==> config.mk <==
export PLATFORM = sky130hd
export DESIGN_NAME = cmdn_csr
export DESIGN_NICKNAME = d
export VERILOG_FILES = /design/src/rtl/cross_median_denoise_core_defines.svh /design/src/rtl/cmdn_pkg.sv /design/src/rtl/cmdn_csr.sv
export SDC_FILE = /design/constraint.sdc
export NUM_CORES = 1
export LEC_CHECK = 0
export BUFFER_PORTS_ARGS = -buffer_cell sky130_fd_sc_hd__clkbuf_2
export CAP_MARGIN = 20
export CORE_MARGIN = 8
export CORE_UTILIZATION = 31
export DETAILED_ROUTE_END_ITERATION = 16
export GPL_TIMING_DRIVEN = 0
export HOLD_SLACK_MARGIN = 0.08
export PLACE_DENSITY = 0.62
export SLEW_MARGIN = 10
export SYNTH_ARGS = -nofsm -noshare
export SYNTH_HDL_FRONTEND = slang
export SYNTH_SLANG_ARGS = --single-unit
==> constraint.sdc <==
create_clock -name clock -period 2.1 [get_ports clock]
set_input_delay 0.42 -clock clock [delete_from_list [all_inputs] [get_ports clock]]
set_output_delay 0.42 -clock clock [all_outputs]
set_load 0.05 [all_outputs]
==> src/rtl/cross_median_denoise_core_defines.svh <==
// Assertion macros for the cross median denoise core.
// Included by the top level; no other dependencies.
`ifndef CROSS_MEDIAN_DENOISE_CORE_DEFINES_SVH
`define CROSS_MEDIAN_DENOISE_CORE_DEFINES_SVH

// Consequent must hold in the same cycle as the antecedent.
`define CMDN_ASSERT_SAME(label, clk, rst, ante, cons, msg) \
   label: assert property (@(posedge clk) disable iff (rst) (ante) |-> (cons)) \
      else $error(msg);

// Consequent must hold in the cycle after the antecedent.
`define CMDN_ASSERT_NEXT(label, clk, rst, ante, cons, msg) \
   label: assert property (@(posedge clk) disable iff (rst) (ante) |=> (cons)) \
      else $error(msg);

`endif

==> src/rtl/cmdn_pkg.sv <==
// Shared types and constants for the cross median denoise core.
// No dependencies; compiled before every other RTL file.
`default_nettype none

package cmdn_pkg;

   localparam int DEF_MAX_WIDTH  = 1024;
   localparam int DEF_MAX_HEIGHT = 2048;

   localparam int PIX_W        = 8;
   localparam int WIDTH_REG_W  = 11;
   localparam int HEIGHT_REG_W = 12;
   localparam int CSR_DATA_W   = 32;
   localparam int CSR_ADDR_W   = 3;

   localparam logic [WIDTH_REG_W-1:0]  WIDTH_RESET  = 11'd640;
   localparam logic [HEIGHT_REG_W-1:0] HEIGHT_RESET = 12'd480;

   // median window
   localparam int N_TAPS      = 5;
   localparam int RANK_W      = 3;
   localparam int MEDIAN_RANK = 2;

   // request mode codes
   localparam logic MODE_PIXEL = 1'b0;
   localparam logic MODE_FLUSH = 1'b1;

   typedef enum logic [0:0] {
      REG_IMAGE_WIDTH  = 1'b0,
      REG_IMAGE_HEIGHT = 1'b1
   } reg_index_type;

   // one line store word: pixel two rows up and pixel one row up
   typedef struct packed {
      logic [PIX_W-1:0] upper;
      logic [PIX_W-1:0] middle;
   } line_pair_type;

   typedef struct packed {
      logic [PIX_W-1:0] pixel_out;
      logic             frame_end;
   } rsp_data_type;

endpackage

`default_nettype wire

==> src/rtl/cmdn_csr.sv <==
// APB register file: image width and height, plus clamped last-index values.
// Depends on cmdn_pkg.
`default_nettype none

module cmdn_csr #(
   parameter int MAX_WIDTH  = cmdn_pkg::DEF_MAX_WIDTH,
   parameter int MAX_HEIGHT = cmdn_pkg::DEF_MAX_HEIGHT,
   localparam int COL_W = $clog2(MAX_WIDTH),
   localparam int ROW_W = $clog2(MAX_HEIGHT)
) (
   input  wire logic                             clock,
   input  wire logic                             reset,
   input  wire logic                             psel,
   input  wire logic                             penable,
   input  wire logic                             pwrite,
   input  wire logic [cmdn_pkg::CSR_ADDR_W-1:0]  paddr,
   input  wire logic [cmdn_pkg::CSR_DATA_W-1:0]  pwdata,
   output logic      [cmdn_pkg::CSR_DATA_W-1:0]  prdata,
   output logic                                  pready,
   output logic      [COL_W-1:0]                 width_last,
   output logic      [ROW_W-1:0]                 height_last
);
   import cmdn_pkg::*;

   localparam int WCMP_W = (WIDTH_REG_W > COL_W + 1) ? WIDTH_REG_W : COL_W + 1;
   localparam int HCMP_W = (HEIGHT_REG_W > ROW_W + 1) ? HEIGHT_REG_W : ROW_W + 1;
   localparam logic [COL_W-1:0]  WLAST_MAX = COL_W'(MAX_WIDTH - 1);
   localparam logic [ROW_W-1:0]  HLAST_MAX = ROW_W'(MAX_HEIGHT - 1);
   localparam logic [WCMP_W-1:0] WMAX_EXT  = WCMP_W'(MAX_WIDTH);
   localparam logic [HCMP_W-1:0] HMAX_EXT  = HCMP_W'(MAX_HEIGHT);

   logic [WIDTH_REG_W-1:0]  width_ff, width_in;
   logic [HEIGHT_REG_W-1:0] height_ff, height_in;
   logic [WCMP_W-1:0]       width_ext;
   logic [HCMP_W-1:0]       height_ext;
   logic                    wr_strobe;
   reg_index_type           index;

   assign pready    = 1'b1;
   assign wr_strobe = psel & penable & pwrite;
   assign index     = reg_index_type'(paddr[2]);

   always_comb begin
      width_in  = width_ff;
      height_in = height_ff;
      if (wr_strobe) begin
         unique case (index)
            REG_IMAGE_WIDTH:  width_in  = pwdata[WIDTH_REG_W-1:0];
            REG_IMAGE_HEIGHT: height_in = pwdata[HEIGHT_REG_W-1:0];
            default: ;
         endcase
      end
   end

   always_ff @(posedge clock) begin
      if (reset) begin
         width_ff  <= WIDTH_RESET;
         height_ff <= HEIGHT_RESET;
      end else begin
         width_ff  <= width_in;
         height_ff <= height_in;
      end
   end

   always_comb begin
      unique case (index)
         REG_IMAGE_WIDTH:  prdata = CSR_DATA_W'(width_ff);
         REG_IMAGE_HEIGHT: prdata = CSR_DATA_W'(height_ff);
         default:          prdata = '0;
      endcase
   end

   // zero counts as one, oversize saturates
   assign width_ext  = WCMP_W'(width_ff);
   assign height_ext = HCMP_W'(height_ff);

   always_comb begin
      if (width_ff == '0)
         width_last = '0;
      else if (width_ext >= WMAX_EXT)
         width_last = WLAST_MAX;
      else
         width_last = COL_W'(width_ext - WCMP_W'(1));

      if (height_ff == '0)
         height_last = '0;
      else if (height_ext >= HMAX_EXT)
         height_last = HLAST_MAX;
      else
         height_last = ROW_W'(height_ext - HCMP_W'(1));
   end

endmodule

`default_nettype wire

Word level (Yosys, flattened, before mapping)

Index checks and enable logic that the tools add are counted.

Magnitude comparators: 2
Reductions and logical operators: 4
Shift-type cells: 0
Add/sub/neg operators: 2
Multipliers: 0
Bitwise operators: 3
Eq/ne operators: 0
Div/mod/pow operators: 0
Mux-type cells: 5

Operators with widths:

| cell                                                                 | number |
|---|---|
| 32-bit one-hot mux with 2 select lines                               | 1 |
| 11-bit two-way mux                                                   | 2 |
| 10-bit two-way mux                                                   | 2 |
| 12-bit greater-or-equal comparator, second input constant            | 1 |
| 12-bit zero test                                                     | 1 |
| 11-bit greater-or-equal comparator, second input constant            | 1 |
| 11-bit zero test                                                     | 1 |
| 11-bit by 1-bit subtractor with 11-bit output, second input constant | 1 |
| 10-bit by 1-bit subtractor with 10-bit output, second input constant | 1 |
| 2-bit AND reduction                                                  | 2 |
| 1-bit bitwise AND                                                    | 2 |
| 1-bit NOT                                                            | 1 |

Bits in read-only memories: 0
Output and inout bits: 54
Bits of input ports: 40
Logic and storage cells: 18
Memories: 0
Latch bits: 0
Register bits: 23
Bits in writable memories: 0

Depth between registers and ports, before layout

Depth in word-level cells: 3
Gate-level depth with buffers: 6
Mapped depth without buffers: 5

Least setup slack after synthesis

No wires, ideal clock.

Kind: reg2out
Start: reg height_ff[0] (netlist: height_ext[0])
End: out height_last[6]
Required time: 1,680 ps
Path buffers: 1
Cell stages (with the launch flop): 6
Setup slack: -765 ps
Arrival time: 2,445 ps
Cells stage by stage: dfxtp_1 -> inv_1 -> ha_1 -> or4b_4 -> buf_6 -> o311ai_1

Word-level cells in the longest chain between the ends: 3
Elaborated cells between the ends (all ways): 5
Classes of those cells: add/sub: 1; order compare: 1; mux: 2; reduce/logical: 1

RTL lines:

| what                                                                                                | RTL line                       | RTL |
|---|---|---|
| start, declared                                                                                     | cmdn_csr.sv:33                 | `logic [HEIGHT_REG_W-1:0] height_ff, height_in;` |
| start signal, assigned                                                                              | cmdn_csr.sv:61                 | `height_ff <= height_in;` |
| 11-bit by 1-bit subtractor with 11-bit output or 12-bit greater-or-equal comparator (tied branches) | cmdn_csr.sv:90, cmdn_csr.sv:87 |  |
| 11-bit two-way mux                                                                                  | cmdn_csr.sv:87                 | `else if (height_ext >= HMAX_EXT)` |
| 11-bit two-way mux *                                                                                | cmdn_csr.sv:85                 | `if (height_ff == '0)` |
| end, declared                                                                                       | cmdn_csr.sv:21                 | `output logic [ROW_W-1:0] height_last` |

Mark *: on every way between the ends. The rest lies on a longest branch, timed or not.

Worst setup path in the final report

Start: reg height_ff[1] (netlist: height_ext[1])
End: out height_last[8]

Same word-level chain as after synthesis.

==> metrics.yaml <==
status: "finished with violations"
violations: "setup timing"
path_max_fanout: 3
clk_pin_slew_ns: 0.08
htreeDepth: 1
final_layout_size_suffix_gt1_frac: 0.506
pin_count: 94
end_kind: "output port"
skew_ns: 0
wire_per_inst_um: 15.3
grt_use_total: 0.143
grt_max_degree: 13
num_rows: 27
gp_congestion: 0.843
cts_tree: "yes"
whs_ns: 0.373
num_vias: 1933
fin_area_um2: 2880
p_per_area_nw_per_um2: 457
fin_crit_ns: 2.54
top_layer: "met4"
wl_met1_um: 2650
synth_area_per_cell_um2: 7.24
numPortBuffers: 50
grt_pass1_wl_um: 9760
dieArea_um2: 8110
crit_family: "simple AND/OR/NAND/NOR gates"
start_kind: "flip-flop"
relSlewSlack: 0.650
synthCells: 235
start_util: 0.315
min_path_type: "in -> reg"
path_class: "reg -> out"
ys.flop_type: "dfxtp_1"
clock.fmax_ghz: 0.394
ys.warnings.count: 0
p_leak_nw: 1.24
vias_per_cell: 4.91
slew_violations: 0
place_ws_ns: -0.507
worst_pin_slew_ns: 0.525
max_cap_viol_count: 0
fp.dieW_um: 90.1
drtIter0Drc: 134
final_cell_mix: "nand2_1 (52), buf_4 (33), clkbuf_2 (29)"
clk_path_buf_depth: 2
critPathMaxStageDelay_ns: 0.55
first_pass_iters: 4
syn_area_um2: 1700
rsz0062_at_grt: "true"
cts_buffers: 3
cts.sinks: 23
totalPowerFinal_w: 0.00132
async_flop_share: 0
remaining_drc_errors: 0
crit_buf_inv: 2
wl_met2_um: 2880
vdd_drop_max_mv: 0.223
antenna_found_initial: 0
ant_nets: 0
ctsRootBufferMaster: "clkbuf_8"
area_growth_pct: 69.1
fin_ws_ns: -0.440
routed_wl_um: 6030
setup_viol: 15
slowest_stage: "or4_4"
hold_viol: 0
cts_hold_buf: 0
grt_overflow: 0
fp.dieH_um: 90.1
synthDistinctLibCells: 47
grt_pass1_vias: 1955
nNetsFinal: 365
crit_arrival_ns: 2.12
period_share: 1.21
fin_util: 0.532
crit_chain: "inv_4 -> ha_4 -> or4b_4 -> or4_4 -> nand3_4 -> clkbuf_16"
critPathRequiredTime_ns: 1.68
clk-insertion-delay-late_ns: 0.27
place_hpwl_um: 4080
ys_ff_latch: 23
core_area_um2: 5410
layout_commonest_cell: "nand2_1"
num_antenna_cells: 0
synth_edf_count: 0
postPlaceCellArea_um2: 2210
route.met3.wl_um: 366
ys_seq_area_frac: 0.271
-- power breakdown --
group | switching, W | internal (W) | leakage, nW | total, W
combinational | 0.000362 | 0.000212 | 1.02 | 0.000574
sequential | 0.0000192 | 0.000439 | 0.192 | 0.000458
clock | 0.000147 | 0.000136 | 0.0228 | 0.000283
total | 0.000529 | 0.000787 | 1.24 | 0.00132
-- worst paths after layout --
kind | from | to | slack, ns | cells after the start
max | height_ext[1] | height_last[8] | -0.44 | 6
min | pwdata[4] | width_ext[4] | 0.37 | 3
max reg2reg | height_ext[11] | height_ext[11] | 1.09 | 3
min reg2reg | width_ext[1] | width_ext[1] | 0.51 | 2
-- layout make-up --
cell class | instances | area, um2
multi-input cells | 185 | 1370
well taps | 72 | 90.1
plain buffers | 33 | 224
inverters | 9 | 38.8
repair buffers | 68 | 606
fillers | 495 | 2530
clock buffers | 4 | 45.0
flip-flops and latches | 23 | 502
-- stage by stage --
step	setup TNS (ns)	instances
after floorplan	-2.10	254
after global routing	-5.30	394
after detailed placement	-5.01	376
after CTS	-4.31	390
final	-4.41	394
after global placement	-4.56	376
-- logic make-up (layout without fill, tap and decap cells) --
logic type                 after synthesis  after routing  share of synthesized area
xor gates and xnor gates                 2              2                     0.0103
DFF                                     23             23                      0.271
other                                    2             21                    0.00442
AOI/OAI and AO/OA                       54             54                      0.192
and+or+nand+nor                         98             98                      0.298
buffers and inverters                   46            114                      0.157
adders and majority gates                2              2                     0.0147
muxes                                    8              8                     0.0522
-- routing by layer --
metal / GRT usage / vias up
met5: 0 / -
met4: 0.0541 / 0
met3: 0.0424 / 13
met2: 0.231 / 58
met1: 0.174 / 905
li1: - / 957
-- worst min-delay path: stages --
cell and delay, ns:
clkbuf_2 0.09, nand2_1 0.05, a21oi_1 0.05
-- sequential cells by signal (all words and copies together), names as in the netlist --
register,count
width_ext,11
height_ext,12
-- synth_stat cells (all sizes together), types with 2 or more instances --
library cell  number  area share
nor4               3       0.015
mux2               7       0.046
nand3              2      0.0059
xnor2              2       0.010
nor2b              2      0.0074
buf               26        0.11
nor4b              3       0.015
o21ai             16       0.047
nand3b             6       0.026
or4                5       0.022
inv                9       0.020
conb               2      0.0044
ha                 2       0.015
nor3               8       0.024
o211ai             2      0.0088
nand2             52        0.11
a21oi             21       0.062
clkbuf            11       0.024
nor2               4      0.0088
nand2b             2      0.0074
a211oi             3       0.013
a211o              4       0.021
o31ai              2      0.0088
or3                2      0.0074
dfxtp             23        0.27
-- repair_timing --
| action | in CTS | in global routing |
|---|---|---|
| endpoints found under the setup margin | 27 | 21 |
| setup buffers | 14 | 4 |
| resized for setup | 86 | 48 |
| pin swaps | 17 | 13 |
Power figures use the tool's default switching activity.
