File: config.mk
export PLATFORM = sky130hd
export DESIGN_NAME = cmdn_outq_flat
export DESIGN_NICKNAME = d
export VERILOG_FILES = /design/src/rtl/cross_median_denoise_core_defines.svh /design/src/rtl/cmdn_pkg.sv /design/src/rtl/cmdn_rsp_if.sv /design/src/rtl/cmdn_outq.sv /design/src/flat_wrapper.sv
export SDC_FILE = /design/constraint.sdc
export NUM_CORES = 1
export LEC_CHECK = 0
export BUFFER_PORTS_ARGS = -buffer_cell sky130_fd_sc_hd__buf_4
export CORE_ASPECT_RATIO = 0.5
export CORE_MARGIN = 2
export CORE_UTILIZATION = 25
export DETAILED_ROUTE_END_ITERATION = 16
export SLEW_MARGIN = 30
export SYNTH_ARGS = -nofsm -noshare
export SYNTH_HDL_FRONTEND = slang
export SYNTH_SLANG_ARGS = --single-unit
export TNS_END_PERCENT = 30
File: constraint.sdc
create_clock -name clock -period 4.8 [get_ports clock]
set_input_delay 0 -clock clock [delete_from_list [all_inputs] [get_ports clock]]
set_output_delay 0 -clock clock [all_outputs]
set_load 0.01 [all_outputs]
File: src/rtl/cross_median_denoise_core_defines.svh
// Assertion macros for the cross median denoise core.
// Included by the top level; no other dependencies.
`ifndef CROSS_MEDIAN_DENOISE_CORE_DEFINES_SVH
`define CROSS_MEDIAN_DENOISE_CORE_DEFINES_SVH

// Consequent must hold in the same cycle as the antecedent.
`define CMDN_ASSERT_SAME(label, clk, rst, ante, cons, msg) \
   label: assert property (@(posedge clk) disable iff (rst) (ante) |-> (cons)) \
      else $error(msg);

// Consequent must hold in the cycle after the antecedent.
`define CMDN_ASSERT_NEXT(label, clk, rst, ante, cons, msg) \
   label: assert property (@(posedge clk) disable iff (rst) (ante) |=> (cons)) \
      else $error(msg);

`endif

File: src/rtl/cmdn_pkg.sv
// Shared types and constants for the cross median denoise core.
// No dependencies; compiled before every other RTL file.
`default_nettype none

package cmdn_pkg;

   localparam int DEF_MAX_WIDTH  = 1024;
   localparam int DEF_MAX_HEIGHT = 2048;

   localparam int PIX_W        = 8;
   localparam int WIDTH_REG_W  = 11;
   localparam int HEIGHT_REG_W = 12;
   localparam int CSR_DATA_W   = 32;
   localparam int CSR_ADDR_W   = 3;

   localparam logic [WIDTH_REG_W-1:0]  WIDTH_RESET  = 11'd640;
   localparam logic [HEIGHT_REG_W-1:0] HEIGHT_RESET = 12'd480;

   // median window
   localparam int N_TAPS      = 5;
   localparam int RANK_W      = 3;
   localparam int MEDIAN_RANK = 2;

   // request mode codes
   localparam logic MODE_PIXEL = 1'b0;
   localparam logic MODE_FLUSH = 1'b1;

   typedef enum logic [0:0] {
      REG_IMAGE_WIDTH  = 1'b0,
      REG_IMAGE_HEIGHT = 1'b1
   } reg_index_type;

   // one line store word: pixel two rows up and pixel one row up
   typedef struct packed {
      logic [PIX_W-1:0] upper;
      logic [PIX_W-1:0] middle;
   } line_pair_type;

   typedef struct packed {
      logic [PIX_W-1:0] pixel_out;
      logic             frame_end;
   } rsp_data_type;

endpackage

`default_nettype wire

File: src/rtl/cmdn_rsp_if.sv
// Result channel: filtered pixel and frame end flag with valid/ready.
// Depends on cmdn_pkg.
`default_nettype none

interface cmdn_rsp_if;
   logic                      valid;
   logic                      ready;
   logic [cmdn_pkg::PIX_W-1:0] pixel_out;
   logic                      frame_end;

   modport source (output valid, output pixel_out, output frame_end, input ready);
   modport sink   (input valid, input pixel_out, input frame_end, output ready);
endinterface

`default_nettype wire

File: src/rtl/cmdn_outq.sv
// Two-entry result queue driving the result channel.
// Depends on cmdn_pkg and cmdn_rsp_if.
`default_nettype none

module cmdn_outq (
   input  wire logic                  clock,
   input  wire logic                  reset,
   input  wire logic                  push,
   input  wire cmdn_pkg::rsp_data_type push_data,
   output logic                       can_take,
   cmdn_rsp_if.source                 rsp_if
);
   import cmdn_pkg::*;

   rsp_data_type e0_ff, e0_in, e1_ff, e1_in;
   logic [1:0]   count_ff, count_in;
   logic         pop;

   assign pop       = rsp_if.valid & rsp_if.ready;
   assign can_take  = (count_ff != 2'd2);
   assign rsp_if.valid     = (count_ff != 2'd0);
   assign rsp_if.pixel_out = e0_ff.pixel_out;
   assign rsp_if.frame_end = e0_ff.frame_end;

   always_comb begin
      e0_in    = e0_ff;
      e1_in    = e1_ff;
      count_in = count_ff;
      case ({push, pop})
         2'b10: begin
            if (count_ff == 2'd0) e0_in = push_data;
            else                  e1_in = push_data;
            count_in = count_ff + 2'd1;
         end
         2'b01: begin
            e0_in    = e1_ff;
            count_in = count_ff - 2'd1;
         end
         2'b11: begin
            if (count_ff == 2'd1) begin
               e0_in = push_data;
            end else begin
               e0_in = e1_ff;
               e1_in = push_data;
            end
         end
         default: ;
      endcase
   end

   always_ff @(posedge clock) begin
      if (reset) count_ff <= '0;
      else       count_ff <= count_in;
   end

   always_ff @(posedge clock) begin
      e0_ff <= e0_in;
      e1_ff <= e1_in;
   end

endmodule

`default_nettype wire

File: src/flat_wrapper.sv
// flat-port wrapper written by rule: the top's interface ports become plain ports
module cmdn_outq_flat import cmdn_pkg::*;
  (clock, reset, push, push_data, can_take, rsp_if_valid, rsp_if_pixel_out, rsp_if_frame_end, rsp_if_ready);
  cmdn_rsp_if rsp_if_i ();
  input  wire logic clock;
  input  wire logic reset;
  input  wire logic push;
  input  wire cmdn_pkg::rsp_data_type push_data;
  output logic can_take;
  output wire logic [$bits(rsp_if_i.valid)-1:0] rsp_if_valid;
  output wire logic [$bits(rsp_if_i.pixel_out)-1:0] rsp_if_pixel_out;
  output wire logic [$bits(rsp_if_i.frame_end)-1:0] rsp_if_frame_end;
  input wire logic [$bits(rsp_if_i.ready)-1:0] rsp_if_ready;
  assign rsp_if_valid = rsp_if_i.valid;
  assign rsp_if_pixel_out = rsp_if_i.pixel_out;
  assign rsp_if_frame_end = rsp_if_i.frame_end;
  assign rsp_if_i.ready = rsp_if_ready;
  cmdn_outq u_core (.clock(clock), .reset(reset), .push(push), .push_data(push_data), .can_take(can_take), .rsp_if(rsp_if_i));
endmodule
### Word level (Yosys, flattened, before mapping)

Index checks and enable logic that the tools add are counted.

| storage, ports and cells | value |
|---|---|
| register bits after elaboration | 20 |
| output and inout bits | 11 |
| word-level logic and storage cells | 30 |

| cells by class | value |
|---|---|
| add/subtract/negate cells | 2 |
| eq/ne operators | 8 |
| muxes and demuxes | 7 |
| bitwise logic cells | 1 |
| reduce and logical (&&, ||, !) cells | 7 |

Operators by type and width:

| cell | count |
|---|---|
| 2-to-1 mux 9 bit | 4 |
| case mux 9 bit (3 select lines) | 1 |
| case mux 9 bit (2 select lines) | 1 |
| inequality test 2 bit, second input constant | 3 |
| nonzero test 2 bit | 3 |
| == test 2 x 1 -> 1 bit, second input constant | 2 |
| == test 2 bit, second input constant | 2 |
| case mux 2 bit (2 select lines) | 1 |
| AND reduction 3 bit | 1 |
| nonzero test 3 bit | 1 |
| adder 2 x 1 -> 2 bit, second input constant | 1 |
| zero test 2 bit | 1 |
| inequality test 2 x 1 -> 1 bit, second input constant | 1 |
| AND reduction 2 bit | 1 |
| subtractor 2 x 1 -> 2 bit, second input constant | 1 |
| AND 1 bit | 1 |

### Depth between registers and ports, before layout

| logic depth | value |
|---|---|
| depth in word-level cells | 5 |
| mapped depth | 7 |
| gate-level depth less buffers | 7 |

### Worst setup path after synthesis

OpenSTA, ideal clock, no wires.

| timing path | value |
|---|---|
| path kind | flip-flop to flip-flop |
| start point | reg u_core.count_ff[0] |
| end point | reg u_core.e1_ff[0] in the netlist's numbering, enable pin |
| setup time | 0.378 ns |
| arrival | 1.667 ns |
| required time | 4.422 ns |
| slack | 2.756 ns |
| stages on the path, launching flop included | 7 |
| period minus slack after synthesis | 2.044 ns |
| cells stage by stage | dfxtp_1 inv_1 ha_1 nor2b_1 inv_1 ha_1 a21oi_1 |

| on the way | value |
|---|---|
| word-level cells in the longest chain between the ends | 5 |

RTL lines:

| item | line | source |
|---|---|---|
| start: declaration | cmdn_outq.sv:16 | `logic [1:0] count_ff, count_in;` |
| start signal: assignment | cmdn_outq.sv:53 | `else count_ff <= count_in;` |
| nonzero test 2 bit | cmdn_outq.sv:21 | `assign rsp_if.valid = (count_ff != 2'd0);` |
| AND 1 bit | cmdn_outq.sv:19 | `assign pop = rsp_if.valid & rsp_if.ready;` |
| == test 2 bit | cmdn_outq.sv:29 | `case ({push, pop})` |
| inequality test 2 bit (no source line) / nonzero test 2 bit (equally long branches) | -- |  |
| AND reduction 3 bit (no source line) * | -- |  |
| end signal: assignment | cmdn_outq.sv:58 | `e1_ff <= e1_in;` |
| end: declaration | cmdn_outq.sv:15 | `rsp_data_type e0_ff, e0_in, e1_ff, e1_in;` |

Mark *: on every way between the ends. The rest lies on a longest branch, timed or not.
A chain may end at the register's enable or synchronous reset.

### Worst setup path in the final report

| timing path | value |
|---|---|
| start point | reg u_core.count_ff[0] |
| end point | reg u_core.e1_ff[1] in the netlist's numbering, enable pin |

The elaborated chain is that of the path after synthesis.

==> impl_metrics.tcl <==
set metrics [dict create \
    clock_path_buffers 2 \
    crit_path_top_delay_cell "a21oi_1" \
    area_growth_pct 43.50 \
    crit_fanout 9 \
    first_pass_iters 4 \
    syn_area_um2 894.6 \
    outcome "complete, no violations" \
    wirelength_um 1643 \
    start_util 0.2605 \
    postRouteAntennaNets 0 \
    drive_above_1_share 0.3232 \
    fin_crit_ps 2365 \
    yosys-top-cells-area "edfxtp_1, ha_1, a22o_1, dfxtp_1, inv_1" \
    ys_ff_latch 20 \
    core_area_um2 3435 \
    antenna_cells 0 \
    p_per_area_nw_per_um2 424.5 \
    ir_drop_uv 97.53 \
    finalPower_uw 544.9 \
    slew_violations 0 \
    reg2reg_slack_ps 2440 \
    end_kind "flip-flop" \
    drc_errors 0 \
    grt_pass1_wl_um 2463 \
    ys.warnings.count 0 \
    slew_headroom 0.4222 \
    cp.arrival_ps 2250 \
    cts_resized 0 \
    grt_max_degree 12 \
    antenna_found_initial 0 \
    root_buffer "clkbuf_8" \
    fp.dieH_um 46.30 \
    numPortBuffers 23 \
    gp_congestion 0.6839 \
    synth_top_area_cell "edfxtp_1" \
    finalSetupViolCount 0 \
    die_area_um2 4102 \
    hold_violations 0 \
    syn_inst 61 \
    p_leak_nw 0.5178 \
    via_per_inst 4.020 \
    worstHoldStart "push" \
    r2r-end "u_core.e1_ff[1]" \
    setup_tns_ps 0 \
    worstRegToRegCells 6 \
    synth.net_count 82 \
    cts_setup_buffers 0 \
    crit_start "u_core.count_ff[0]" \
    layout_commonest_cell "buf_4" \
    htreeDepth 1 \
    cts_buffers 3 \
    crit_cells 6 \
    vias 603 \
    drtIter0Drc 19 \
    finish.instance_area_um2 1284 \
    grt_pass1_vias 568 \
    wire_per_inst_um 10.95 \
    fp-row-count 15 \
    tightest_slew_ps 866.7 \
    grt_remaining_overflow 0 \
    crit_buf_inv 2 \
    max_cap_violations 0 \
    grt_usage 0.08540 \
    die_x_um 88.60 \
    hold_class "input pin to flip-flop" \
    ctsHoldBuffers 10 \
    max_freq_mhz 422.9 \
    dpl_cell_area_um2 1139 \
    period_share 0.4927 \
    final_util 0.3738 \
    yosysUniqueCellTypes 15 \
    critPathKind "flip-flop to flip-flop" \
    hold_ws_ps 286.1 \
    fin_nets 121 \
    avgSynthCellArea_um2 14.67 \
    cp-start-kind "flip-flop" \
    worst_ep_required_time_ps 4680 \
    hpwlAfterDp_um 1137 \
    clk_pin_slew_ps 70 \
    slowest_delay_ps 700 \
    crit_family "compound AO/OA/AOI/OAI gates" \
    synth_seq_area_share 0.6490 \
    final.setup_skew_ps 3.441 \
    crit_path_cell_trace "inv_1, ha_1, nor2b_1, inv_1, ha_1, a21oi_1" \
    nFillCells 340 \
    clock_sinks 20 \
    clock_latency_ps 260 \
    endpoint "u_core.e1_ff[1]" \
    r2r-start "u_core.count_ff[0]" \
    cts_tree "done" \
    io_pins 24 \
    synth_top_area_share 0.6042 \
    final_cell_mix "buf_4, edfxtp_1, dlygate4sd3_1" \
    rsz0062_at_grt "false" \
    holdPathStages 4 \
]
==> cell usage after synthesis <==
cell / n
nand2_1: 3
nor2_1: 2
dfxtp_1: 2
a21oi_1: 2
o21ai_0: 3
xor2_1: 1
inv_1: 7
inv_2: 1
o21ai_2: 2
o21ai_4: 1
nor2b_1: 1
ha_1: 8
edfxtp_1: 18
a22o_1: 9
a211oi_2: 1
==> cell type report <==
type	instances	area, µm²	area share
Clock inverter	1	3.754	0.002924
Timing Repair Buffer	34	280.3	0.2183
Tap cell	51	63.81	0.04971
Inverter	8	30.03	0.02339
Multi-Input combinational cell	33	284.0	0.2212
Sequential cell	20	580.6	0.4522
Clock buffer	3	41.29	0.03216
==> cell families (layout without fill, tap and decap cells) <==
kind of cell,after synthesis,in the layout,share of synthesized area
flops,20,20,0.6490
compound gates,18,18,0.1678
fa+ha+maj,8,8,0.1119
buf+inv,8,46,0.03357
simple gates,6,6,0.02798
xor+xnor,1,1,0.009792
==> power breakdown <==
| part | internal [mW] | total [mW] | switching [mW] |
|---|---|---|---|
| combinational | 0.0841 | 0.178 | 0.0934 |
| clock | 0.0569 | 0.109 | 0.0526 |
| sequential | 0.246 | 0.258 | 0.0121 |
| total | 0.387 | 0.545 | 0.158 |
==> tightest hold or removal path: cells and delay by family <==
family | cells | cell delay, ps
AO/OA/AOI/OAI | 1 | 80
adder cells (fa/ha/maj) | 1 | 210
buffers and inverters | 2 | 220
==> per-layer routing <==
metal / GRT usage / part of all wire / vias to the layer above
li1: - / - / 299
met1: 0.08782 / 0.41 / 287
met2: 0.1609 / 0.53 / 13
met3: 0.02688 / 0.040 / 4
met4: 0.04545 / 0.021 / 0
met5: 0 / 0 / -
==> sequential cells by signal (all words and copies together) (netlist names) <==
register and cells:
u_core.e1_ff 9, u_core.rsp_if.pixel_out 8, u_core.count_ff 2, u_core.rsp_if.frame_end 1
==> metrics by stage <==
step                setup WS, ps  instances
CTS                         2424        150
global placement            2561        136
finish                      2435        150
detailed placement          2435        136
global route                2200        150
floorplan                   2756         61
==> how the worst min path moves through the flow <==
stage                          to  slack, ps
2_1_floorplan  u_core.count_ff[0]         70
3_3_place_gp   u_core.count_ff[0]        180
3_5_place_dp   u_core.count_ff[0]        180
4_1_cts        u_core.count_ff[1]        290
5_1_grt        u_core.count_ff[1]        340
6_report       u_core.count_ff[1]        290
Power figures use the tool's default switching activity.
