**src/rtl/cross_median_denoise_core_defines.svh**
```systemverilog
// Assertion macros for the cross median denoise core.
// Included by the top level; no other dependencies.
`ifndef CROSS_MEDIAN_DENOISE_CORE_DEFINES_SVH
`define CROSS_MEDIAN_DENOISE_CORE_DEFINES_SVH

// Consequent must hold in the same cycle as the antecedent.
`define CMDN_ASSERT_SAME(label, clk, rst, ante, cons, msg) \
   label: assert property (@(posedge clk) disable iff (rst) (ante) |-> (cons)) \
      else $error(msg);

// Consequent must hold in the cycle after the antecedent.
`define CMDN_ASSERT_NEXT(label, clk, rst, ante, cons, msg) \
   label: assert property (@(posedge clk) disable iff (rst) (ante) |=> (cons)) \
      else $error(msg);

`endif

```
**src/rtl/cmdn_pkg.sv**
```systemverilog
// Shared types and constants for the cross median denoise core.
// No dependencies; compiled before every other RTL file.
`default_nettype none

package cmdn_pkg;

   localparam int DEF_MAX_WIDTH  = 1024;
   localparam int DEF_MAX_HEIGHT = 2048;

   localparam int PIX_W        = 8;
   localparam int WIDTH_REG_W  = 11;
   localparam int HEIGHT_REG_W = 12;
   localparam int CSR_DATA_W   = 32;
   localparam int CSR_ADDR_W   = 3;

   localparam logic [WIDTH_REG_W-1:0]  WIDTH_RESET  = 11'd640;
   localparam logic [HEIGHT_REG_W-1:0] HEIGHT_RESET = 12'd480;

   // median window
   localparam int N_TAPS      = 5;
   localparam int RANK_W      = 3;
   localparam int MEDIAN_RANK = 2;

   // request mode codes
   localparam logic MODE_PIXEL = 1'b0;
   localparam logic MODE_FLUSH = 1'b1;

   typedef enum logic [0:0] {
      REG_IMAGE_WIDTH  = 1'b0,
      REG_IMAGE_HEIGHT = 1'b1
   } reg_index_type;

   // one line store word: pixel two rows up and pixel one row up
   typedef struct packed {
      logic [PIX_W-1:0] upper;
      logic [PIX_W-1:0] middle;
   } line_pair_type;

   typedef struct packed {
      logic [PIX_W-1:0] pixel_out;
      logic             frame_end;
   } rsp_data_type;

endpackage

`default_nettype wire

```
**src/rtl/cmdn_median.sv**
```systemverilog
// Median of five pixels by rank counting (ties broken by position).
// Depends on cmdn_pkg.
`default_nettype none

module cmdn_median (
   input  wire logic [cmdn_pkg::PIX_W-1:0] centre,
   input  wire logic [cmdn_pkg::PIX_W-1:0] north,
   input  wire logic [cmdn_pkg::PIX_W-1:0] south,
   input  wire logic [cmdn_pkg::PIX_W-1:0] west,
   input  wire logic [cmdn_pkg::PIX_W-1:0] east,
   output logic      [cmdn_pkg::PIX_W-1:0] med
);
   import cmdn_pkg::*;

   logic [PIX_W-1:0]  v    [N_TAPS];
   logic [RANK_W-1:0] rank [N_TAPS];

   assign v[0] = centre;
   assign v[1] = north;
   assign v[2] = south;
   assign v[3] = west;
   assign v[4] = east;

   always_comb begin
      med = v[0];
      for (int i = 0; i < N_TAPS; i++) begin
         rank[i] = '0;
         for (int j = 0; j < N_TAPS; j++) begin
            if (j != i && (v[j] < v[i] || (v[j] == v[i] && j < i)))
               rank[i] = rank[i] + RANK_W'(1);
         end
      end
      for (int i = 0; i < N_TAPS; i++) begin
         if (rank[i] == RANK_W'(MEDIAN_RANK))
            med = v[i];
      end
   end

endmodule

`default_nettype wire

```
**config.mk**
```make
export PLATFORM = sky130hd
export DESIGN_NAME = cmdn_median
export DESIGN_NICKNAME = d
export VERILOG_FILES = /design/src/rtl/cross_median_denoise_core_defines.svh /design/src/rtl/cmdn_pkg.sv /design/src/rtl/cmdn_median.sv
export SDC_FILE = /design/constraint.sdc
export NUM_CORES = 1
export LEC_CHECK = 0
export ABC_CLOCK_PERIOD_IN_PS = 6830
export BUFFER_PORTS_ARGS = -buffer_cell sky130_fd_sc_hd__buf_2
export CAP_MARGIN = 25
export CORE_MARGIN = 2
export CORE_UTILIZATION = 60
export DETAILED_ROUTE_END_ITERATION = 10
export GPL_ROUTABILITY_DRIVEN = 0
export PLACE_DENSITY = 0.89
export SYNTH_ARGS = -nofsm -noshare
export SYNTH_HDL_FRONTEND = slang
export SYNTH_SLANG_ARGS = --single-unit
```
**constraint.sdc**
```tcl
create_clock -name vclk -period 6.83
set_input_delay 1.366 -clock vclk [all_inputs]
set_output_delay 1.366 -clock vclk [all_outputs]
set_load 0.02 [all_outputs]
```
* Word-level counts from Yosys, hierarchy flattened
Index checks and enable logic that the tools add are counted.
** Word-level totals
- Memory bits (read-only) :: 0
- Bits in writable memories :: 0
- Bits of input ports :: 40
- Memories kept :: 0
- Flip-flop bits (word level) :: 0
- Latch bits :: 0
- Output and inout bits :: 8
** Operators by class
- Reductions and logical operators :: 10
- Divide/modulo/power cells :: 0
- Multiply operators :: 0
- Equality and inequality tests :: 14
- Magnitude comparators :: 16
- Shift-type cells :: 0
- Bitwise gates (word level) :: 0
- $add $sub $neg :: 12
- Mux-type cells :: 20
** Operators by type and width (number)
- 8-bit < comparator :: 16
- 8-bit equality test :: 10
- 3-bit 2-to-1 mux :: 12
- 8-bit 2-to-1 mux :: 4
- 3-bit by 1-bit adder with 3-bit output (second input constant) :: 8
- 3-bit by 2-bit equality test with 1-bit output (second input constant) :: 4
- 1-bit logical OR :: 10
- 1-bit by 1-bit adder with 2-bit output (second input constant) :: 4
- 1-bit 2-to-1 mux :: 4

* Depth between registers and ports, before layout
Gate-level depths: netlist (run 1).
- Word-level depth :: 14
- Gate-level depth with buffers :: 20
- Depth with buffers taken out :: 19

* Worst setup path after synthesis (run 1)
No wires, ideal clock.
- Path kind :: input to output
- From :: input north[1] in the netlist's numbering
- To :: output med[0] in the netlist's numbering
- Required time :: 5.464 ns
- Path buffers :: 0
- Stages :: 15
- Setup slack :: 0.642 ns
- Arrival :: 4.822 ns
- Path through :: inv_1 ha_1 nor2b_1 o211ai_1 a21oi_1 nor3_1 o21ai_0 ha_1 xnor2_1 ha_1 or3b_1 mux4_2 a21oi_4 a22oi_1 o21ai_1
** On the way
- Cells in the longest elaborated chain, start to end :: 14
- Elaborated cells on any way between the ends :: 45
- Those cells by class :: add/sub (9); order compare (7); eq/ne (8); mux (17); reduce/logical (4)
** RTL lines
- from (decl) :: line cmdn_median.sv:7 : input wire logic [cmdn_pkg::PIX_W-1:0] north,
- 8-bit < comparator / 8-bit equality test (equally long branches) :: line cmdn_median.sv:29 : if (j != i && (v[j] < v[i] || (v[j] == v[i] && j < i)))
- 1-bit logical OR :: line cmdn_median.sv:29
- 1-bit 2-to-1 mux :: line cmdn_median.sv:29
- 1-bit by 1-bit adder with 2-bit output :: line cmdn_median.sv:30 : rank[i] = rank[i] + RANK_W'(1);
- 3-bit 2-to-1 mux :: line cmdn_median.sv:29
- 3-bit by 1-bit adder with 3-bit output :: line cmdn_median.sv:30
- 3-bit 2-to-1 mux :: line cmdn_median.sv:29
- 3-bit by 1-bit adder with 3-bit output :: line cmdn_median.sv:30
- 3-bit 2-to-1 mux :: line cmdn_median.sv:29
- 3-bit by 2-bit equality test with 1-bit output :: line cmdn_median.sv:34 : if (rank[i] == RANK_W'(MEDIAN_RANK))
- 8-bit 2-to-1 mux (3 in series) :: line cmdn_median.sv:34
- 8-bit 2-to-1 mux (*) :: line cmdn_median.sv:34
- to (decl) :: line cmdn_median.sv:11 : output logic [cmdn_pkg::PIX_W-1:0] med
Mark *: on every way between the ends. The rest lies on a longest branch, timed or not.

* Worst setup path in the final report (run 1)
- From :: input east[1] in the netlist's numbering
- To :: output med[7] in the netlist's numbering
** On the way
- Cells in the longest elaborated chain, start to end :: 11
- Elaborated cells on any way between the ends :: 33
- Those cells by class :: add/sub (3); order compare (7); eq/ne (8); mux (11); reduce/logical (4)
** RTL lines
- from (decl) :: line cmdn_median.sv:10 : input wire logic [cmdn_pkg::PIX_W-1:0] east,
- 8-bit < comparator / 8-bit equality test (equally long branches) :: line cmdn_median.sv:29
- 1-bit logical OR :: line cmdn_median.sv:29
- 1-bit 2-to-1 mux :: line cmdn_median.sv:29
- 1-bit by 1-bit adder with 2-bit output :: line cmdn_median.sv:30
- 3-bit 2-to-1 mux :: line cmdn_median.sv:29
- 3-bit by 1-bit adder with 3-bit output :: line cmdn_median.sv:30
- 3-bit 2-to-1 mux :: line cmdn_median.sv:29
- 3-bit by 1-bit adder with 3-bit output :: line cmdn_median.sv:30
- 3-bit 2-to-1 mux :: line cmdn_median.sv:29
- 3-bit by 2-bit equality test with 1-bit output :: line cmdn_median.sv:34
- 8-bit 2-to-1 mux (*) :: line cmdn_median.sv:34
Marks and branches as above.

==> results of run 1 <==
-- synthesized netlist by cell type (2+ instances only) --
cell      number
ha_1          90
inv_1         45
a21oi_1       31
o21ai_0       18
nand4_1       16
o211ai_1      14
nand2_1       13
nor2b_1       11
o21ai_1       11
a211oi_1      10
a221oi_1       8
a22oi_1        8
nand3_1        6
a21o_1         5
nor2_1         4
or2_2          4
nand2b_1       3
o21a_1         3
or3_1          3
xnor2_1        3
a21boi_0       2
a31oi_1        2
and4_1         2
buf_1          2
buf_2          2
mux2i_1        2
o221ai_1       2
o31a_1         2
-- routing by layer --
metal	global-route usage, %	part of all wire (%)	vias to the layer above	wire length [µm]
li1	-	-	1431	-
met1	40.64	43	1291	3300
met2	54.19	47	159	3669
met3	1.587	8.2	19	639
met4	7.051	1.9	0	144
met5	0	0	-	0
-- how the worst min path moves through the flow --
stage | cells after the start | slack, ps | endpoint | startpoint
5_1_grt | 4 | 3150 | med[2] | east[2]
3_3_place_gp | 4 | 3140 | med[6] | east[6]
4_1_cts | 4 | 3140 | med[2] | east[2]
2_1_floorplan | 2 | 3000 | med[0] | west[0]
3_5_place_dp | 4 | 3140 | med[2] | east[2]
6_report | 4 | 3140 | med[2] | east[2]
-- per-stage QoR --
stage	instance area, µm²	power [µW]	worst slack (ps)
detailed placement	2958	442.2	399.9
CTS	2958	443.5	395.5
global placement	2958	423.7	478.0
global route	2958	496.5	27.40
floorplan	2648	317.1	642.4
finish	2958	453.3	301.1
-- kinds of logic (layout without fill, tap and decap cells) --
family | count (synthesis) | in the layout
xor gates and xnor gates | 4 | 4
muxes | 3 | 3
adders and majority gates | 90 | 90
buffers and inverters | 49 | 96
and+or+nand+nor | 69 | 69
AOI/OAI and AO/OA | 128 | 128
-- where the power goes --
group	switching [µW]	total, µW	leakage (µW)	internal, µW
clock	0	0	0	0
sequential	0	0	0	0
combinational	278	453	0.00152	175
-- final cells by class --
type / instances / share of cell area [%]
Tap cell: 52 / 2.200
Inverter: 45 / 5.711
Multi-Input combinational cell: 294 / 83.21
Timing Repair Buffer: 51 / 8.883
==> impl_metrics.tcl, run 1 <==
set metrics [dict create \
    crit_arrival_ps 5160 \
    numPortBuffers 48 \
    hold_viol 0 \
    worst_path_max_delay_cell "and2_0" \
    setup_viol 0 \
    path_class "input pin to output port" \
    antenna_found_initial 0 \
    yosys_warnings 0 \
    wl_per_cell_um 17.55 \
    grt_pass1_vias 2667 \
    crit_path_start "east[1]" \
    wl_um 7755 \
    crit_cells 20 \
    p_leak_uw 0.001517 \
    cpPeakStageDelay_ps 510 \
    fp.dieH_um 70.43 \
    grt.total_usage_pct 30.68 \
    synth_compound_area_share_pct 32.66 \
    rows 24 \
    drive_above_1_share_pct 15.38 \
    vias 2900 \
    relSlewSlack_pct 59.02 \
    startpoint_type "input pin" \
    crit_family "compound AO/OA/AOI/OAI gates" \
    multi_input_area_mm2 0.002461 \
    status "complete, no violations" \
    synthesis.area_mm2 0.002648 \
    fin_hold_ws_ps 3140 \
    worst_slew_pin_slew_ps 610.6 \
    syn-num-nets 473 \
    synth-simple-area-share_pct 14.84 \
    grt_pass1_wl_um 12480 \
    crit_end "med[7]" \
    endpoint_kind "output port" \
    crit_fanout 8 \
    synth_top_family_by_area "adder cells" \
    core-area_mm2 0.004294 \
    tns_ps 0 \
    required_ps 5460 \
    synthTopCellsByArea "ha_1 43%, inv_1 6.4%, a21oi_1 5.9%" \
    viasPerCell 6.561 \
    rsz0062_at_grt "false" \
    regArea_um2 0 \
    irDropWorstVdd_uv 149.9 \
    netlist.area_leader.share_pct 42.53 \
    ctsResizeCount 0 \
    detail_route.drc_violations 0 \
    antennaDiodeCount 0 \
    seq_cell_count 0 \
    instances_no_fill 442 \
    nNetsFinal 522 \
    layout_common_cells "90 x ha_1, 48 x buf_2, 45 x inv_1" \
    grt_overflow 0 \
    p_per_area_mw_per_mm2 153.3 \
    io_pins 48 \
    grt_max_degree 13 \
    final_util_pct 68.88 \
    synthesis.instances 343 \
    synthAdderAreaFrac_pct 42.53 \
    dp_hpwl_um 6761 \
    initialDrtViolationCount 176 \
    max_cap_viol_count 0 \
    slew_viol_final 0 \
    synth.avg_cell_area_um2 7.719 \
    cts.hold.buffers_added 0 \
    post_cts_buffers 0 \
    initial_core_util_pct 61.66 \
    numPlacedInstances 442 \
    fin_crit_sh_pct 95.59 \
    dieArea_mm2 0.004960 \
    min_path_type "input pin to output port" \
    timing.final.crit_period_ps 6529 \
    synthDistinctLibCells 49 \
    ys_seq_area_share_pct 0 \
    synth.area.mux_share_pct 1.607 \
    nClkBuffers 0 \
    synth_xor_area_share_pct 1.323 \
    cp_cell_sequence "buf_2, inv_1, ha_1, nor2b_1, o21a_1, o21ai_0, nand2b_1, a21oi_1, o21ai_0, o21ai_0, ha_1, xnor2_1, ha_1, nor2b_1, nand3_1, o221ai_1, and2_0, a22oi_1, o21ai_1, buf_2" \
    syn_to_final_growth_pct 11.72 \
    drtPass1Iterations 5 \
    die_w_um 70.43 \
    final.fill_count 376 \
    clock.fmax_mhz 153.2 \
    final_common_cell "ha_1" \
    drtAntennaViolNets 0 \
    yosysTopAreaCell "ha_1" \
    cp_num_buf_inv 3 \
]
No activity file was read; power rests on OpenSTA's default activity.
==> run 2: changes to the inputs <==
--- a/config.mk
+++ b/config.mk
@@ -5,14 +5,16 @@
 export SDC_FILE = /design/constraint.sdc
 export NUM_CORES = 1
 export LEC_CHECK = 0
+export ABC_AREA = 1
 export ABC_CLOCK_PERIOD_IN_PS = 6830
 export BUFFER_PORTS_ARGS = -buffer_cell sky130_fd_sc_hd__buf_2
 export CAP_MARGIN = 25
+export CORE_ASPECT_RATIO = 0.6
 export CORE_MARGIN = 2
 export CORE_UTILIZATION = 60
 export DETAILED_ROUTE_END_ITERATION = 10
 export GPL_ROUTABILITY_DRIVEN = 0
-export PLACE_DENSITY = 0.89
+export PLACE_DENSITY = 0.88
 export SYNTH_ARGS = -nofsm -noshare
 export SYNTH_HDL_FRONTEND = slang
 export SYNTH_SLANG_ARGS = --single-unit
==> run 2 against run 1 <==
Sequential share of layout area unchanged. Global-route usage increased by 3.1 points. Final cell count increased by 38%. Maximum frequency increased by 9.7%. Worst hold slack got worse by 53 ps. Via count increased by 18%. Critical path depth increased by 3. First-iteration DRC count increased by 78%. Core utilization increased by 1.7 points. Setup slack improved by 580 ps. Area after synthesis increased by 13%. Non-clock buffer count decreased by 3. Largest cell class unchanged.
==> impl_metrics.tcl, run 2 <==
set metrics [dict create \
    min_path_type "input pin to output port" \
    fin_crit_sh_pct 87.13 \
    crit_arrival_ps 4590 \
    synthesis.area_mm2 0.002993 \
    drive_above_1_share_pct 13.55 \
    worst_path_max_delay_cell "ha_1" \
    tns_ps 0 \
    clock.fmax_mhz 168.0 \
    yosysTopAreaCell "ha_1" \
    max_cap_viol_count 0 \
    hold_viol 0 \
    syn_to_final_growth_pct 10.49 \
    cpPeakStageDelay_ps 410 \
    power_uw 516.5 \
    regArea_um2 0 \
    numPortBuffers 48 \
    synth.top_cells.by_count "151 x nand2_1, 103 x inv_1, 90 x ha_1, 45 x nand3_1, 26 x a21oi_1" \
    layout_common_cells "151 x nand2_1, 103 x inv_1, 90 x ha_1" \
    numPlacedInstances 609 \
    vias 3430 \
    io_pins 48 \
    ys_seq_area_share_pct 0 \
    cp_cell_sequence "buf_2, inv_1, ha_1, nand2_1, inv_1, o21ai_1, nand2_1, nand2_1, nand2_2, a31oi_1, inv_1, ha_1, xor2_2, ha_1, nand2_2, xnor2_4, nand2_4, nand2_1, inv_1, nand2_1, nand2_1, nand2_1, buf_2" \
    synth_most_common_cell "nand2_1" \
    crit_path_start "north[3]" \
    synth-simple-area-share_pct 37.63 \
    instances_no_fill 609 \
    post_cts_buffers 0 \
    grt.total_usage_pct 33.79 \
    slew_viol_final 0 \
    final_common_cell "nand2_1" \
    endpoint_kind "output port" \
    die_w_um 95.18 \
    synth_top_family_by_area "simple AND/OR/NAND/NOR gates" \
    viasPerCell 5.632 \
    p_leak_uw 0.002184 \
    netlist.area_leader.share_pct 37.63 \
    irDropWorstVdd_uv 155.0 \
    p_per_area_mw_per_mm2 156.2 \
    initial_core_util_pct 63.91 \
    antennaDiodeCount 0 \
    seq_cell_count 0 \
    synth.avg_cell_area_um2 5.998 \
    synth_compound_area_share_pct 9.239 \
    yosys_warnings 0 \
    wl_um 9123 \
    antenna_found_initial 0 \
    synth.area.mux_share_pct 0 \
    initialDrtViolationCount 314 \
    synthesis.instances 499 \
    status "complete, no violations" \
    fp.dieH_um 58.71 \
    rows 19 \
    drtPass1Iterations 6 \
    startpoint_type "input pin" \
    grt_pass1_vias 3161 \
    crit_fanout 9 \
    nNetsFinal 678 \
    cts.hold.buffers_added 0 \
    dieArea_mm2 0.005588 \
    synth_xor_area_share_pct 2.048 \
    timing.final.crit_period_ps 5951 \
    hp-start "east[7]" \
    grt_overflow 0 \
    required_ps 5460 \
    synthDistinctLibCells 32 \
    wl_per_cell_um 14.98 \
    rsz0062_at_grt "false" \
    crit_end "med[4]" \
    synthAdderAreaFrac_pct 37.63 \
    path_class "input pin to output port" \
    core-area_mm2 0.004683 \
    worst_slew_pin_slew_ps 419.8 \
    dp_hpwl_um 7957 \
    grt_pass1_wl_um 14790 \
    synthTopCellsByArea "ha_1 38%, nand2_1 19%, inv_1 13%" \
    detail_route.drc_violations 0 \
    ctsResizeCount 0 \
    nClkBuffers 0 \
    relSlewSlack_pct 71.80 \
    syn-num-nets 629 \
    setup_viol 0 \
    grt_max_degree 10 \
    cp_common_cell "nand2_1" \
    drtAntennaViolNets 0 \
]
## run 2: logic make-up (layout without fill, tap and decap cells)
| group | after synthesis | in the layout |
|---|---|---|
| AO/OA/AOI/OAI | 47 | 47 |
| XOR/XNOR | 4 | 4 |
| adder cells (fa/ha/maj) | 90 | 90 |
| buffers and inverters | 107 | 154 |
| AND/OR/NAND/NOR | 251 | 251 |
## run 2: how the worst min path moves through the flow
stage / endpoint / slack, ps / depth (start not counted)
2_1_floorplan: med[0] / 2910 / 2
3_3_place_gp: med[7] / 3080 / 4
3_5_place_dp: med[7] / 3080 / 4
4_1_cts: med[7] / 3080 / 4
5_1_grt: med[2] / 3110 / 4
6_report: med[7] / 3090 / 4
## run 2: worst max-delay path, delay by kind of cell
family	cells	cell delay (ps)
buffers and inverters	6	620
AOI/OAI and AO/OA	2	330
adders and majority gates	3	880
and+or+nand+nor	10	840
xor gates and xnor gates	2	540
## run 2: cell type report
type | count | area (µm²)
Multi-Input combinational cell | 392 | 2590
Fill cell | 435 | 1376
Inverter | 106 | 397.9
Timing Repair Buffer | 48 | 240.2
Tap cell | 63 | 78.83
## run 2: layer usage
layer	GRT usage, %	vias to the layer above	wire length, µm
met1	48.37	1473	4104
met5	0	-	0
met2	56.74	232	3715
met3	3.585	20	1193
met4	3.934	0	110
li1	-	1705	-
## run 2: through the flow
stage	hold slack, ps	cell area [µm²]	setup slack (ps)	utilization (%)
floorplan	2905	2993	1637	-
global placement	3082	3307	1090	70.61
detailed placement	3083	3307	963.7	70.61
CTS	3084	3307	961.6	70.61
global route	3111	3307	735.6	70.61
finish	3086	3307	878.8	70.61
## run 2: report_power, final
| group | leakage, µW | switching (µW) | internal (µW) |
|---|---|---|---|
| logic | 0.00218 | 344 | 172 |
| clock network | 0 | 0 | 0 |
| registers | 0 | 0 | 0 |
| total | 0.00218 | 344 | 172 |
